[src/hw/rtl/wes_pkg.sv]
// Shared types, constants and helper functions for the window edge snap block.
// No dependencies; every other file refers to this package by scoped names.
package wes_pkg;

  localparam int QUEUE_DEPTH  = 4;
  localparam int CFG_INDEX_W  = 2;
  localparam int CFG_DATA_W   = 15;

  localparam logic [7:0]  SNAP_DISTANCE_RESET = 8'd12;
  localparam logic [14:0] SCREEN_WIDTH_RESET  = 15'd1024;
  localparam logic [14:0] SCREEN_HEIGHT_RESET = 15'd768;
  localparam logic [7:0]  TITLE_HEIGHT_RESET  = 8'd16;

  typedef enum logic [CFG_INDEX_W-1:0] {
    CFG_SNAP_DISTANCE = 2'd0,
    CFG_SCREEN_WIDTH  = 2'd1,
    CFG_SCREEN_HEIGHT = 2'd2,
    CFG_TITLE_HEIGHT  = 2'd3
  } cfg_index_t;

  typedef enum logic {
    OP_START    = 1'b0,
    OP_NEIGHBOR = 1'b1
  } op_t;

  typedef logic signed [15:0] coord_t;

  typedef struct packed {
    logic [7:0]  snap_distance;
    logic [14:0] screen_width;
    logic [14:0] screen_height;
    logic [7:0]  title_height;
  } cfg_t;

  typedef struct packed {
    logic        operation;
    coord_t      pos_x;
    coord_t      pos_y;
    logic [14:0] win_width;
    logic [14:0] win_height;
    logic        titled;
    logic [6:0]  border_width;
    logic        last;
  } in_item_t;

  // Classified work item passed from front to back.
  // start:    px/py first-pass snapped, aux = far screen edge offsets
  // neighbor: px/py rectangle origin (title grown), aux = right / bottom edge
  typedef struct packed {
    logic       nbr;
    logic       last;
    coord_t     px;
    coord_t     py;
    coord_t     len_x;
    coord_t     len_y;
    coord_t     aux_x;
    coord_t     aux_y;
    logic [7:0] tofs;
  } job_t;

  function automatic logic [16:0] mag(coord_t v);
    return v[15] ? (17'd0 - {1'b1, v}) : {1'b0, v};
  endfunction

  function automatic logic below_sd(coord_t v, logic [7:0] sd);
    return mag(v) < {9'd0, sd};
  endfunction

  // signed v <= unsigned sd
  function automatic logic le_sd(coord_t v, logic [7:0] sd);
    return v[15] || (v[14:0] <= {7'd0, sd});
  endfunction

  // smaller magnitude; a tie goes to b
  function automatic coord_t lastmin(coord_t a, coord_t b);
    return (mag(a) < mag(b)) ? a : b;
  endfunction

endpackage

[src/hw/rtl/wes_if.sv]
// Valid/ready channel interfaces for input items and results.
// Depends on wes_pkg for the coordinate type.
interface wes_in_if;
  logic               valid;
  logic               ready;
  logic               operation;
  wes_pkg::coord_t    pos_x;
  wes_pkg::coord_t    pos_y;
  logic [14:0]        win_width;
  logic [14:0]        win_height;
  logic               titled;
  logic [6:0]         border_width;
  logic               last;

  modport source (output valid, operation, pos_x, pos_y, win_width, win_height,
                  titled, border_width, last, input ready);
  modport sink (input valid, operation, pos_x, pos_y, win_width, win_height,
                titled, border_width, last, output ready);
endinterface

interface wes_out_if;
  logic            valid;
  logic            ready;
  wes_pkg::coord_t new_x;
  wes_pkg::coord_t new_y;

  modport source (output valid, new_x, new_y, input ready);
  modport sink (input valid, new_x, new_y, output ready);
endinterface

[src/hw/rtl/wes_front.sv]
// Front end: input register and item classification, including the first
// screen edge snap of start items. Depends on wes_pkg and wes_if.
module wes_front (
  input  logic              clk,
  input  logic              rst,
  input  wes_pkg::cfg_t     cfg,
  wes_in_if.sink            items,
  output wes_pkg::job_t     job,
  output logic              job_valid,
  input  logic              job_ready
);

  logic              f_valid;
  wes_pkg::in_item_t f_item;

  logic signed [15:0] wd16, ht16, sw16, sh16, bw2, tofs16, y_lo;
  logic [7:0]         tofs;

  assign items.ready = !f_valid || job_ready;
  assign job_valid   = f_valid;

  always_ff @(posedge clk) begin
    if (rst) begin
      f_valid <= 1'b0;
    end else if (items.ready) begin
      f_valid <= items.valid;
    end
  end

  always_ff @(posedge clk) begin
    if (items.ready && items.valid) begin
      f_item.operation    <= items.operation;
      f_item.pos_x        <= items.pos_x;
      f_item.pos_y        <= items.pos_y;
      f_item.win_width    <= items.win_width;
      f_item.win_height   <= items.win_height;
      f_item.titled       <= items.titled;
      f_item.border_width <= items.border_width;
      f_item.last         <= items.last;
    end
  end

  always_comb begin
    tofs   = f_item.titled ? cfg.title_height : 8'd0;
    tofs16 = {8'd0, tofs};
    wd16   = {1'b0, f_item.win_width};
    ht16   = {1'b0, f_item.win_height};
    sw16   = {1'b0, cfg.screen_width};
    sh16   = {1'b0, cfg.screen_height};
    bw2    = {8'd0, f_item.border_width, 1'b0};
    y_lo   = f_item.pos_y - tofs16;

    job.nbr   = (f_item.operation == wes_pkg::OP_NEIGHBOR);
    job.last  = f_item.last;
    job.len_x = wd16;
    job.len_y = ht16 + tofs16;
    job.tofs  = tofs;
    if (job.nbr) begin
      job.px    = f_item.pos_x;
      job.py    = y_lo;
      job.aux_x = f_item.pos_x + wd16;
      job.aux_y = f_item.pos_y + ht16;  // title growth cancels on the bottom edge
    end else begin
      // near screen edges: left at 0, top at the title bar offset
      job.px    = wes_pkg::below_sd(f_item.pos_x, cfg.snap_distance) ? 16'sd0
                                                                     : f_item.pos_x;
      job.py    = wes_pkg::below_sd(y_lo, cfg.snap_distance) ? tofs16 : f_item.pos_y;
      job.aux_x = wd16 - sw16 + bw2;
      job.aux_y = ht16 - sh16 + bw2;
    end
  end

endmodule

[src/hw/rtl/wes_queue.sv]
// Small FIFO that decouples the front end from the back end.
// Depends on wes_pkg for the job type.
module wes_queue #(
  parameter int DEPTH = wes_pkg::QUEUE_DEPTH
) (
  input  logic          clk,
  input  logic          rst,
  input  logic          push,
  input  wes_pkg::job_t push_data,
  output logic          full,
  input  logic          pop,
  output wes_pkg::job_t pop_data,
  output logic          empty
);

  localparam int PTR_W = (DEPTH > 1) ? $clog2(DEPTH) : 1;
  localparam int CNT_W = $clog2(DEPTH + 1);

  wes_pkg::job_t    entries [DEPTH];
  logic [PTR_W-1:0] wr_ptr, rd_ptr;
  logic [CNT_W-1:0] count;

  assign full     = (count == CNT_W'(DEPTH));
  assign empty    = (count == '0);
  assign pop_data = entries[rd_ptr];

  always_ff @(posedge clk) begin
    if (push) begin
      entries[wr_ptr] <= push_data;
    end
  end

  always_ff @(posedge clk) begin
    if (rst) begin
      wr_ptr <= '0;
      rd_ptr <= '0;
      count  <= '0;
    end else begin
      if (push) begin
        wr_ptr <= (wr_ptr == PTR_W'(DEPTH - 1)) ? '0 : wr_ptr + 1'b1;
      end
      if (pop) begin
        rd_ptr <= (rd_ptr == PTR_W'(DEPTH - 1)) ? '0 : rd_ptr + 1'b1;
      end
      if (push && !pop) begin
        count <= count + 1'b1;
      end else if (pop && !push) begin
        count <= count - 1'b1;
      end
    end
  end

  a_no_overflow: assert property (@(posedge clk) disable iff (rst)
    push |-> !full) else $error("queue push while full");
  a_no_underflow: assert property (@(posedge clk) disable iff (rst)
    pop |-> !empty) else $error("queue pop while empty");
  a_count_range: assert property (@(posedge clk) disable iff (rst)
    count <= CNT_W'(DEPTH)) else $error("queue count out of range");

endmodule

[src/hw/rtl/wes_back.sv]
// Back end: far screen edge snap, neighbor overlap test, best offset search and
// result output register. Depends on wes_pkg and wes_if.
module wes_back (
  input  logic          clk,
  input  logic          rst,
  input  wes_pkg::cfg_t cfg,
  input  wes_pkg::job_t head,
  input  logic          head_valid,
  output logic          pop,
  wes_out_if.source     results
);

  logic [7:0] sd;
  logic       back_en;

  // mover geometry (written by start items in stage A)
  wes_pkg::coord_t esx, esy, st, sh, mw;
  // best offsets (written in stage M)
  wes_pkg::coord_t bdx, bdy;

  // stage A
  logic            a_valid;
  wes_pkg::job_t   a_job;
  wes_pkg::coord_t x2, y2, st_next;
  logic            cond_x, cond_y;
  wes_pkg::coord_t [3:0] cx, cy;

  // stage B
  logic            b_valid, b_nbr, b_last, b_cond_x, b_cond_y;
  wes_pkg::coord_t [3:0] b_cx, b_cy;
  wes_pkg::coord_t b_esx, b_esy;
  wes_pkg::coord_t m4x, m4y;

  // stage M
  logic            m_valid, m_nbr, m_last, m_cond_x, m_cond_y;
  wes_pkg::coord_t m_dx, m_dy, m_esx, m_esy;
  wes_pkg::coord_t bdx_next, bdy_next;

  // stage C
  logic            c_valid;
  wes_pkg::coord_t c_esx, c_esy, c_dx, c_dy;
  wes_pkg::coord_t rx, ry;

  // output register
  logic            o_valid;
  wes_pkg::coord_t o_x, o_y;

  assign sd      = cfg.snap_distance;
  assign back_en = !c_valid || !o_valid || results.ready;
  assign pop     = back_en && head_valid;

  assign results.valid = o_valid;
  assign results.new_x = o_x;
  assign results.new_y = o_y;

  // stage A: far screen edge snap, overlap tests, candidate offsets
  always_comb begin
    x2 = wes_pkg::below_sd(a_job.px + a_job.aux_x, sd) ? -a_job.aux_x : a_job.px;
    y2 = wes_pkg::below_sd(a_job.py + a_job.aux_y, sd) ? -a_job.aux_y : a_job.py;
    st_next = y2 - $signed({8'd0, a_job.tofs});

    cond_x = wes_pkg::le_sd(a_job.py - sh - st, sd) &&
             wes_pkg::le_sd(st - a_job.len_y - a_job.py, sd);
    cond_y = wes_pkg::le_sd(a_job.px - mw - esx, sd) &&
             wes_pkg::le_sd(esx - a_job.len_x - a_job.px, sd);

    // order: far side, far side less length, near side less length, near side
    cx[0] = a_job.aux_x - esx;
    cx[1] = a_job.aux_x - esx - mw;
    cx[2] = a_job.px - esx - mw;
    cx[3] = a_job.px - esx;
    cy[0] = a_job.aux_y - st;
    cy[1] = a_job.aux_y - st - sh;
    cy[2] = a_job.py - st - sh;
    cy[3] = a_job.py - st;
  end

  // stage B: smallest of the four candidates, ties to the later one
  always_comb begin
    m4x = wes_pkg::lastmin(wes_pkg::lastmin(b_cx[0], b_cx[1]),
                           wes_pkg::lastmin(b_cx[2], b_cx[3]));
    m4y = wes_pkg::lastmin(wes_pkg::lastmin(b_cy[0], b_cy[1]),
                           wes_pkg::lastmin(b_cy[2], b_cy[3]));
  end

  // stage M: start items reset the running best; neighbor items merge into it
  always_comb begin
    if (!m_nbr) begin
      bdx_next = {8'd0, sd};
      bdy_next = {8'd0, sd};
    end else begin
      bdx_next = m_cond_x ? wes_pkg::lastmin(bdx, m_dx) : bdx;
      bdy_next = m_cond_y ? wes_pkg::lastmin(bdy, m_dy) : bdy;
    end
  end

  // stage C: apply offsets that are inside the snap distance
  always_comb begin
    rx = c_esx + (wes_pkg::below_sd(c_dx, sd) ? c_dx : 16'sd0);
    ry = c_esy + (wes_pkg::below_sd(c_dy, sd) ? c_dy : 16'sd0);
  end

  always_ff @(posedge clk) begin
    if (rst) begin
      a_valid <= 1'b0;
      b_valid <= 1'b0;
      m_valid <= 1'b0;
      c_valid <= 1'b0;
      o_valid <= 1'b0;
      esx     <= '0;
      esy     <= '0;
      st      <= '0;
      sh      <= '0;
      mw      <= '0;
      bdx     <= {8'd0, wes_pkg::SNAP_DISTANCE_RESET};
      bdy     <= {8'd0, wes_pkg::SNAP_DISTANCE_RESET};
    end else begin
      if (back_en) begin
        a_valid <= head_valid;
        b_valid <= a_valid;
        m_valid <= b_valid;
        c_valid <= m_valid && m_last;
        if (a_valid && !a_job.nbr) begin
          esx <= x2;
          esy <= y2;
          st  <= st_next;
          sh  <= a_job.len_y;
          mw  <= a_job.len_x;
        end
        if (m_valid) begin
          bdx <= bdx_next;
          bdy <= bdy_next;
        end
      end
      if (!o_valid || results.ready) begin
        o_valid <= c_valid;
      end
    end
  end

  always_ff @(posedge clk) begin
    if (back_en) begin
      a_job    <= head;
      b_nbr    <= a_job.nbr;
      b_last   <= a_job.last;
      b_cond_x <= cond_x;
      b_cond_y <= cond_y;
      b_cx     <= cx;
      b_cy     <= cy;
      b_esx    <= a_job.nbr ? esx : x2;
      b_esy    <= a_job.nbr ? esy : y2;
      m_nbr    <= b_nbr;
      m_last   <= b_last;
      m_cond_x <= b_cond_x;
      m_cond_y <= b_cond_y;
      m_dx     <= m4x;
      m_dy     <= m4y;
      m_esx    <= b_esx;
      m_esy    <= b_esy;
      c_esx    <= m_esx;
      c_esy    <= m_esy;
      c_dx     <= bdx_next;
      c_dy     <= bdy_next;
    end
    if (!o_valid || results.ready) begin
      o_x <= rx;
      o_y <= ry;
    end
  end

  a_result_held: assert property (@(posedge clk) disable iff (rst)
    c_valid && o_valid && !results.ready |=> c_valid && $stable(c_esx) && $stable(c_dx))
    else $error("pending result lost while output stalled");
  a_start_resets_best: assert property (@(posedge clk) disable iff (rst)
    back_en && m_valid && !m_nbr |=>
      bdx == {8'd0, $past(sd)} && bdy == {8'd0, $past(sd)})
    else $error("start item did not reset best offsets");
  a_geometry_hold: assert property (@(posedge clk) disable iff (rst)
    !(back_en && a_valid && !a_job.nbr) |=> $stable(esx) && $stable(mw) && $stable(st))
    else $error("mover geometry changed without a start item");

endmodule

[src/hw/rtl/window_edge_snap.sv]
// Top level of the window edge snap block: configuration registers, front end,
// decoupling queue and back end. Depends on wes_pkg, wes_if, wes_front,
// wes_queue and wes_back.
//
// Snaps a moving window to the screen edges and to neighbor windows. Send one
// start transfer (operation 0) with the mover's rectangle, border and title
// flag, then any number of neighbor transfers (operation 1); the transfer with
// last set produces one result transfer carrying new_x / new_y. A start with
// last set returns the screen-edge-snapped position alone. Neighbor selection
// (screen, desk) is up to the source. All coordinate math wraps at 16 bits.
// Throughput is one item per clock while results are taken and the queue has
// room: the back end keeps the running best offset per axis in a register that
// is read and updated once per item, and that update loop sets the rate. From
// input transfer to result an item passes the input register, the queue,
// four back end stages and the output register. The input side keeps taking
// items while a result waits on the output side until the queue (QUEUE_DEPTH
// entries) fills. Registers on the cfg port: 0 snap distance, 1 screen width,
// 2 screen height, 3 title height; write them only while no item is in flight.
module window_edge_snap #(
  parameter int QUEUE_DEPTH = wes_pkg::QUEUE_DEPTH
) (
  input  logic                            clk,
  input  logic                            rst,
  input  logic                            cfg_write,
  input  logic [wes_pkg::CFG_INDEX_W-1:0] cfg_index,
  input  logic [wes_pkg::CFG_DATA_W-1:0]  cfg_data,
  wes_in_if.sink                          items,
  wes_out_if.source                       results
);

  wes_pkg::cfg_t cfg;

  // front -> queue
  wes_pkg::job_t job;
  logic          job_valid;
  logic          q_full;

  // queue -> back
  wes_pkg::job_t head;
  logic          q_empty;
  logic          pop;

  // Configuration registers; every index maps to a register.
  always_ff @(posedge clk) begin
    if (rst) begin
      cfg.snap_distance <= wes_pkg::SNAP_DISTANCE_RESET;
      cfg.screen_width  <= wes_pkg::SCREEN_WIDTH_RESET;
      cfg.screen_height <= wes_pkg::SCREEN_HEIGHT_RESET;
      cfg.title_height  <= wes_pkg::TITLE_HEIGHT_RESET;
    end else if (cfg_write) begin
      unique case (wes_pkg::cfg_index_t'(cfg_index))
        wes_pkg::CFG_SNAP_DISTANCE: cfg.snap_distance <= cfg_data[7:0];
        wes_pkg::CFG_SCREEN_WIDTH:  cfg.screen_width  <= cfg_data[14:0];
        wes_pkg::CFG_SCREEN_HEIGHT: cfg.screen_height <= cfg_data[14:0];
        wes_pkg::CFG_TITLE_HEIGHT:  cfg.title_height  <= cfg_data[7:0];
        default:                    cfg.snap_distance <= cfg.snap_distance;
      endcase
    end
  end

  // Front: registers the input transfer, does the near screen edge snap of
  // start items and the title bar growth of every rectangle.
  wes_front u_front (
    .clk       (clk),
    .rst       (rst),
    .cfg       (cfg),
    .items     (items),
    .job       (job),
    .job_valid (job_valid),
    .job_ready (!q_full)
  );

  // Queue: lets the input side run on while the output side is stalled.
  wes_queue #(
    .DEPTH (QUEUE_DEPTH)
  ) u_queue (
    .clk       (clk),
    .rst       (rst),
    .push      (job_valid && !q_full),
    .push_data (job),
    .full      (q_full),
    .pop       (pop),
    .pop_data  (head),
    .empty     (q_empty)
  );

  // Back: far screen edge snap, neighbor overlap and best offset tracking,
  // and the output register that holds a result until it is taken.
  wes_back u_back (
    .clk        (clk),
    .rst        (rst),
    .cfg        (cfg),
    .head       (head),
    .head_valid (!q_empty),
    .pop        (pop),
    .results    (results)
  );

endmodule
[src/flat_wrapper.sv]
// flat-port wrapper written by rule: the top's interface ports become plain ports
module window_edge_snap_flat 
#(
  parameter int QUEUE_DEPTH = wes_pkg::QUEUE_DEPTH
)
  (clk, rst, cfg_write, cfg_index, cfg_data, items_valid, items_operation, items_pos_x, items_pos_y, items_win_width, items_win_height, items_titled, items_border_width, items_last, items_ready, results_valid, results_new_x, results_new_y, results_ready);
  wes_in_if items_i ();
  wes_out_if results_i ();
  input  logic clk;
  input  logic rst;
  input  logic cfg_write;
  input  logic [wes_pkg::CFG_INDEX_W-1:0] cfg_index;
  input  logic [wes_pkg::CFG_DATA_W-1:0] cfg_data;
  input wire logic [$bits(items_i.valid)-1:0] items_valid;
  input wire logic [$bits(items_i.operation)-1:0] items_operation;
  input wire logic [$bits(items_i.pos_x)-1:0] items_pos_x;
  input wire logic [$bits(items_i.pos_y)-1:0] items_pos_y;
  input wire logic [$bits(items_i.win_width)-1:0] items_win_width;
  input wire logic [$bits(items_i.win_height)-1:0] items_win_height;
  input wire logic [$bits(items_i.titled)-1:0] items_titled;
  input wire logic [$bits(items_i.border_width)-1:0] items_border_width;
  input wire logic [$bits(items_i.last)-1:0] items_last;
  output wire logic [$bits(items_i.ready)-1:0] items_ready;
  output wire logic [$bits(results_i.valid)-1:0] results_valid;
  output wire logic [$bits(results_i.new_x)-1:0] results_new_x;
  output wire logic [$bits(results_i.new_y)-1:0] results_new_y;
  input wire logic [$bits(results_i.ready)-1:0] results_ready;
  assign items_i.valid = items_valid;
  assign items_i.operation = items_operation;
  assign items_i.pos_x = items_pos_x;
  assign items_i.pos_y = items_pos_y;
  assign items_i.win_width = items_win_width;
  assign items_i.win_height = items_win_height;
  assign items_i.titled = items_titled;
  assign items_i.border_width = items_border_width;
  assign items_i.last = items_last;
  assign items_ready = items_i.ready;
  assign results_valid = results_i.valid;
  assign results_new_x = results_i.new_x;
  assign results_new_y = results_i.new_y;
  assign results_i.ready = results_ready;
  window_edge_snap #(.QUEUE_DEPTH(QUEUE_DEPTH)) u_core (.clk(clk), .rst(rst), .cfg_write(cfg_write), .cfg_index(cfg_index), .cfg_data(cfg_data), .items(items_i), .results(results_i));
endmodule
[config.mk]
export PLATFORM = sky130hd
export DESIGN_NAME = window_edge_snap_flat
export DESIGN_NICKNAME = d
export VERILOG_FILES = /design/src/hw/rtl/wes_pkg.sv /design/src/hw/rtl/wes_if.sv /design/src/hw/rtl/wes_front.sv /design/src/hw/rtl/wes_queue.sv /design/src/hw/rtl/wes_back.sv /design/src/hw/rtl/window_edge_snap.sv /design/src/flat_wrapper.sv
export SDC_FILE = /design/constraint.sdc
export NUM_CORES = 2
export LEC_CHECK = 0
export ABC_AREA = 1
export BUFFER_PORTS_ARGS = -buffer_cell sky130_fd_sc_hd__buf_2
export CORE_MARGIN = 2
export CORE_UTILIZATION = 48
export DETAILED_ROUTE_END_ITERATION = 8
export PLACE_DENSITY = 0.76
export SLEW_MARGIN = 10
export SYNTH_ARGS = -nofsm -noshare
export SYNTH_HDL_FRONTEND = slang
export SYNTH_SLANG_ARGS = --single-unit
[constraint.sdc]
create_clock -name clk -period 23.4 [get_ports clk]
set_input_delay 4.68 -clock clk [delete_from_list [all_inputs] [get_ports clk]]
set_output_delay 4.68 -clock clk [all_outputs]
set_load 0.03 [all_outputs]
==> impl_summary.txt <==
----------------------------------------------------
[Yosys]
  Number of synthesized register bits ... 1095
  Number of synthesized flops with an enable pin ... 925
  Share of synthesized flip-flops with an asynchronous set or reset ... 0%
  Cell count after synthesis ... ~7500
  Library cells used by synthesis ... 65
  Synthesized cell area ... 0.0684 mm^2
  Post-Syn Area per Cell ... between 9 and 10 um^2
  Cell accounting for the most synthesized area ... sky130_fd_sc_hd__edfxtp_1
  Dominant synthesized flop cell ... sky130_fd_sc_hd__edfxtp_1
  Top post-synthesis cells by area ... sky130_fd_sc_hd__edfxtp_1 (41%), sky130_fd_sc_hd__ha_1 (11%), sky130_fd_sc_hd__inv_1 (5.7%)
  Fraction of synthesized cell area taken by the top area cell type ... 40.6%
  Yosys warning count ... 0
  Proportion of synthesized chip area in sequential cells ... ~46%

[Hold path]
  Hold Crit Endpoint ... u_core.u_back.c_esy[4]$_DFFE_PP_
  Number of cells on the worst hold path ... 0
  Source of the worst hold timing path ... u_core.u_back.m_esy[4]$_DFFE_PP_
  Worst min-delay path class ... reg -> reg

[STA]
  Final hold vios ... 0
  Setup-failing EPs final ... 0
  Clock tree skew after final layout ... approximately 83 ps
  Ratio of final minimum period to clock period ... about 33%
  Maximum clock frequency ... 0.130 GHz
  Total negative setup slack ... 0 ps
  Final Critical Period ... 7700 ps
  Least-Margin Pin Slew ... 1190 ps
  Final Max Tran Viols ... 0
  Remaining max-slew budget at the tightest pin ... between 20% and 30%
  Setup repair after global routing missed its margin ... no

[Die]
  Boundary pin count ... 128
  Area of the core ... roughly 0.14 mm^2
  Initial cell density of the core ... 48.4%
  Die area ... 0.145 mm^2
  Die Width ... 381 um
  Row count ... around 140
  Die height ... 381 um

[Clocking]
  Number of buffers added to fix hold violations after cts ... 0
  Number of levels the H-tree was split into ... 3
  Post-CTS Setup Inserts ... 0
  Count of cells resized by post-cts repair ... 0
  TritonCTS Buffers ... 112
  Clock tree from TritonCTS ... yes
  Sink count of the clock tree ... about 1100
  Reg clk slew, reported paths ... 60 ps
  Latest clock arrival within the worst-skew pair ... 770 ps
  Buffer type at the clock tree root ... sky130_fd_sc_hd__clkbuf_16
  Maximum buffer depth of the clock tree ... 3

[Routing]
  Overall routed net length ... 174000 um
  Drt first pass iters ... 6
  Via/cell ratio ... 5.53
  Final antenna-violating net count ... 0
  Final routed wire length divided by cell count ... 18.1 um
  Drt drc ... 0
  Via count of the routed design ... 53047
  DRC violation total after the first TritonRoute iteration ... 5186

[Critical path]
  WP data arrival ... 8250 ps
  Launching element type of the critical path ... input port
  Setup Crit Path Kind ... in -> reg
  Critical path buffers and inverters ... 5
  Max FO, Critical Path ... 99
  Data required, critical path ... 23950 ps
  Slowest Stage Delay on Critical Path ... 960 ps
  Slowest CP cell ... sky130_fd_sc_hd__clkinv_1
  Capturing element type of the critical path ... flip-flop
  FF-to-FF path depth ... 33
  Destination of the worst register-to-register timing path ... u_core.u_back.m_dy[15]$_DFFE_PP_
  Register-to-register path setup slack ... 15770 ps
  Largest delay contributor family on the critical path ... buffers and inverters
  Worst flop-to-flop path startpoint ... u_core.u_back.b_cy[48]$_DFFE_PP_
  Cell-by-cell listing of the critical path ... buf_2 -> inv_1 -> nand2_2 -> buf_4 -> nor2_1 -> inv_8 -> nand2_1 -> clkinv_1 -> o21ai_0 -> a21oi_1

[Place]
  Final GP Congestion ... ~0.94
  HPWL Detailed ... between 100000 and 150000 um
  Number of I/O port buffers ... about 130

[Layout]
  Number of fillers in the final layout ... 12508
  Final Net Count ... 8377
  Share of layout cells above drive strength 1 ... 5.49%
  Synth-to-layout area growth ... 9.29%

[Job]
  MaxCap Viol Count ... 0

[Global route]
  Via count of the first global-routing pass ... between 50000 and 60000
  Pin count of the biggest net entering global routing ... about 180
  Leftover overflow at the end of global routing ... 0
  Wire length of the first global-routing pass ... 272000 um
  Initial antenna violation count ... 6
  Gr usage total ... 23.4%

[Status]
  Outcome ... finished clean

----------------------------------------------------
-- metal layers --
metal,up-vias,global-route usage (%),wire (um)
met1,24968,31.6,73700
met3,344,3.67,13500
met4,2,7.65,5810
met2,1966,38.5,81000
met5,-,0,13
li1,25767,-,-
-- registers in the layout (all words and copies together) (netlist names), 17 cells and up --
name / cells
u_core.u_back.a_job: 105
u_core.u_front.job: 17
u_core.u_queue.entries: 420
u_core.u_back.b_cx: 64
u_core.u_front.f_item: 48
u_core.cfg: 46
u_core.u_back.b_cy: 64
-- worst max-delay path by stage --
| stage | cells past startpoint | start | slack (ps) | to |
|---|---|---|---|---|
| 6_report | 10 | results_ready | 15700 | u_core.u_back.bdy[14]$_SDFFE_PP0P_ |
| 5_1_grt | 30 | u_core.u_back.b_cx[32]$_DFFE_PP_ | 15010 | u_core.u_back.m_dx[2]$_DFFE_PP_ |
| 4_1_cts | 10 | results_ready | 15760 | u_core.u_back.bdy[14]$_SDFFE_PP0P_ |
| 3_5_place_dp | 10 | results_ready | 15030 | u_core.u_back.bdy[14]$_SDFFE_PP0P_ |
| 3_3_place_gp | 10 | results_ready | 15290 | u_core.u_back.bdy[13]$_SDFFE_PP0P_ |
| 2_1_floorplan | 10 | results_ready | 7100 | u_core.u_queue.count[1]$_SDFFE_PP0P_ |
-- cell usage in the layout (no fill, tap or decap), drive strengths merged, types with 8 or more instances in the layout --
cell type	count
nand2	1039
a211oi	22
ha	578
or2	23
bufinv	8
fa	94
o211ai	23
xor2	390
dfxtp	170
clkbuf	132
nor4	18
or3	19
clkinvlp	10
conb	16
o21a	18
o21ai	772
nor2	735
o2111ai	11
o31ai	30
a21boi	16
a21oi	561
clkinv	61
xnor2	136
nor3	98
edfxtp	925
nand4	61
buf	167
nand3b	13
a21o	24
inv	1052
a31oi	22
o22ai	116
o21bai	27
nand3	292
-- layout make-up --
class                           count  area, um^2  area share (%)
Clock buffer                      132        2920            3.90
Inverter                         1051        3960            5.30
Multi-Input combinational cell   5184       32600            43.6
Antenna cell                        1        2.50         0.00335
Timing Repair Buffer              167         948            1.27
Tap cell                         1890        2360            3.16
Clock inverter                     80         790            1.06
Sequential cell                  1095       31200            41.7
-- metrics by stage --
stage	std cells	util, %	hold slack, ps	setup slack, ps	instance area, um^2
2_1_floorplan	7523	-	400	7100	68400
3_3_place_gp	9387	50.2	402	15290	71000
5_1_grt	9599	52.8	418	15010	74700
6_report	9600	52.8	411	15700	74700
4_1_cts	9599	52.8	407	15760	74700
3_5_place_dp	9387	50.2	405	15030	71000
-- cells in the mapped netlist (4+ instances only) --
cell type / count
sky130_fd_sc_hd__a31oi_1: 22
sky130_fd_sc_hd__buf_2: 15
sky130_fd_sc_hd__o21a_1: 18
sky130_fd_sc_hd__nand3_2: 6
sky130_fd_sc_hd__a21boi_0: 15
sky130_fd_sc_hd__nand3b_1: 13
sky130_fd_sc_hd__or2_2: 21
sky130_fd_sc_hd__buf_1: 8
sky130_fd_sc_hd__fa_1: 94
sky130_fd_sc_hd__buf_6: 5
sky130_fd_sc_hd__o22ai_1: 116
sky130_fd_sc_hd__o21ai_1: 25
sky130_fd_sc_hd__nand2_2: 10
sky130_fd_sc_hd__inv_1: 1036
sky130_fd_sc_hd__nor3_2: 4
sky130_fd_sc_hd__o31ai_1: 30
sky130_fd_sc_hd__ha_1: 578
sky130_fd_sc_hd__clkbuf_1: 160
sky130_fd_sc_hd__edfxtp_1: 925
sky130_fd_sc_hd__nor4_1: 18
sky130_fd_sc_hd__o21ai_2: 4
sky130_fd_sc_hd__o21bai_1: 27
sky130_fd_sc_hd__nor2_1: 727
sky130_fd_sc_hd__xor2_1: 389
sky130_fd_sc_hd__buf_4: 5
sky130_fd_sc_hd__mux2i_1: 4
sky130_fd_sc_hd__nand4_1: 61
sky130_fd_sc_hd__nand2_1: 1026
sky130_fd_sc_hd__o21ai_0: 743
sky130_fd_sc_hd__inv_2: 5
sky130_fd_sc_hd__o2111ai_1: 11
sky130_fd_sc_hd__nor2_2: 5
sky130_fd_sc_hd__a211oi_1: 22
sky130_fd_sc_hd__a21oi_1: 559
sky130_fd_sc_hd__a21o_1: 24
sky130_fd_sc_hd__or3_1: 19
sky130_fd_sc_hd__clkinv_1: 10
sky130_fd_sc_hd__o221ai_1: 4
sky130_fd_sc_hd__xnor2_1: 135
sky130_fd_sc_hd__o211ai_1: 23
sky130_fd_sc_hd__dfxtp_1: 170
sky130_fd_sc_hd__nor3_1: 94
sky130_fd_sc_hd__nand3_1: 286
-- logic make-up after synthesis --
| kind of cell | Yosys count | synth area share (%) |
|---|---|---|
| other cells | 2 | 0.0110 |
| simple gates | 2304 | 14.1 |
| xor+xnor | 526 | 6.76 |
| fa+ha+maj | 672 | 13.3 |
| flops | 1095 | 45.6 |
| mux | 4 | 0.0586 |
| compound gates | 1662 | 13.2 |
| buf+inv | 1244 | 6.94 |
-- worst reg2reg max path: cells and delay by family, from the launching register on --
family,cells,cell delay [ps]
AOI/OAI and AO/OA,10,2790
xor gates and xnor gates,2,400
adders and majority gates,4,1050
buffers and inverters,4,480
DFF,1,420
and+or+nand+nor,13,2170
Power is left out: the tool's default activity adds up to more than one toggle a clock period on the data nets, which glitch-free logic cannot reach.
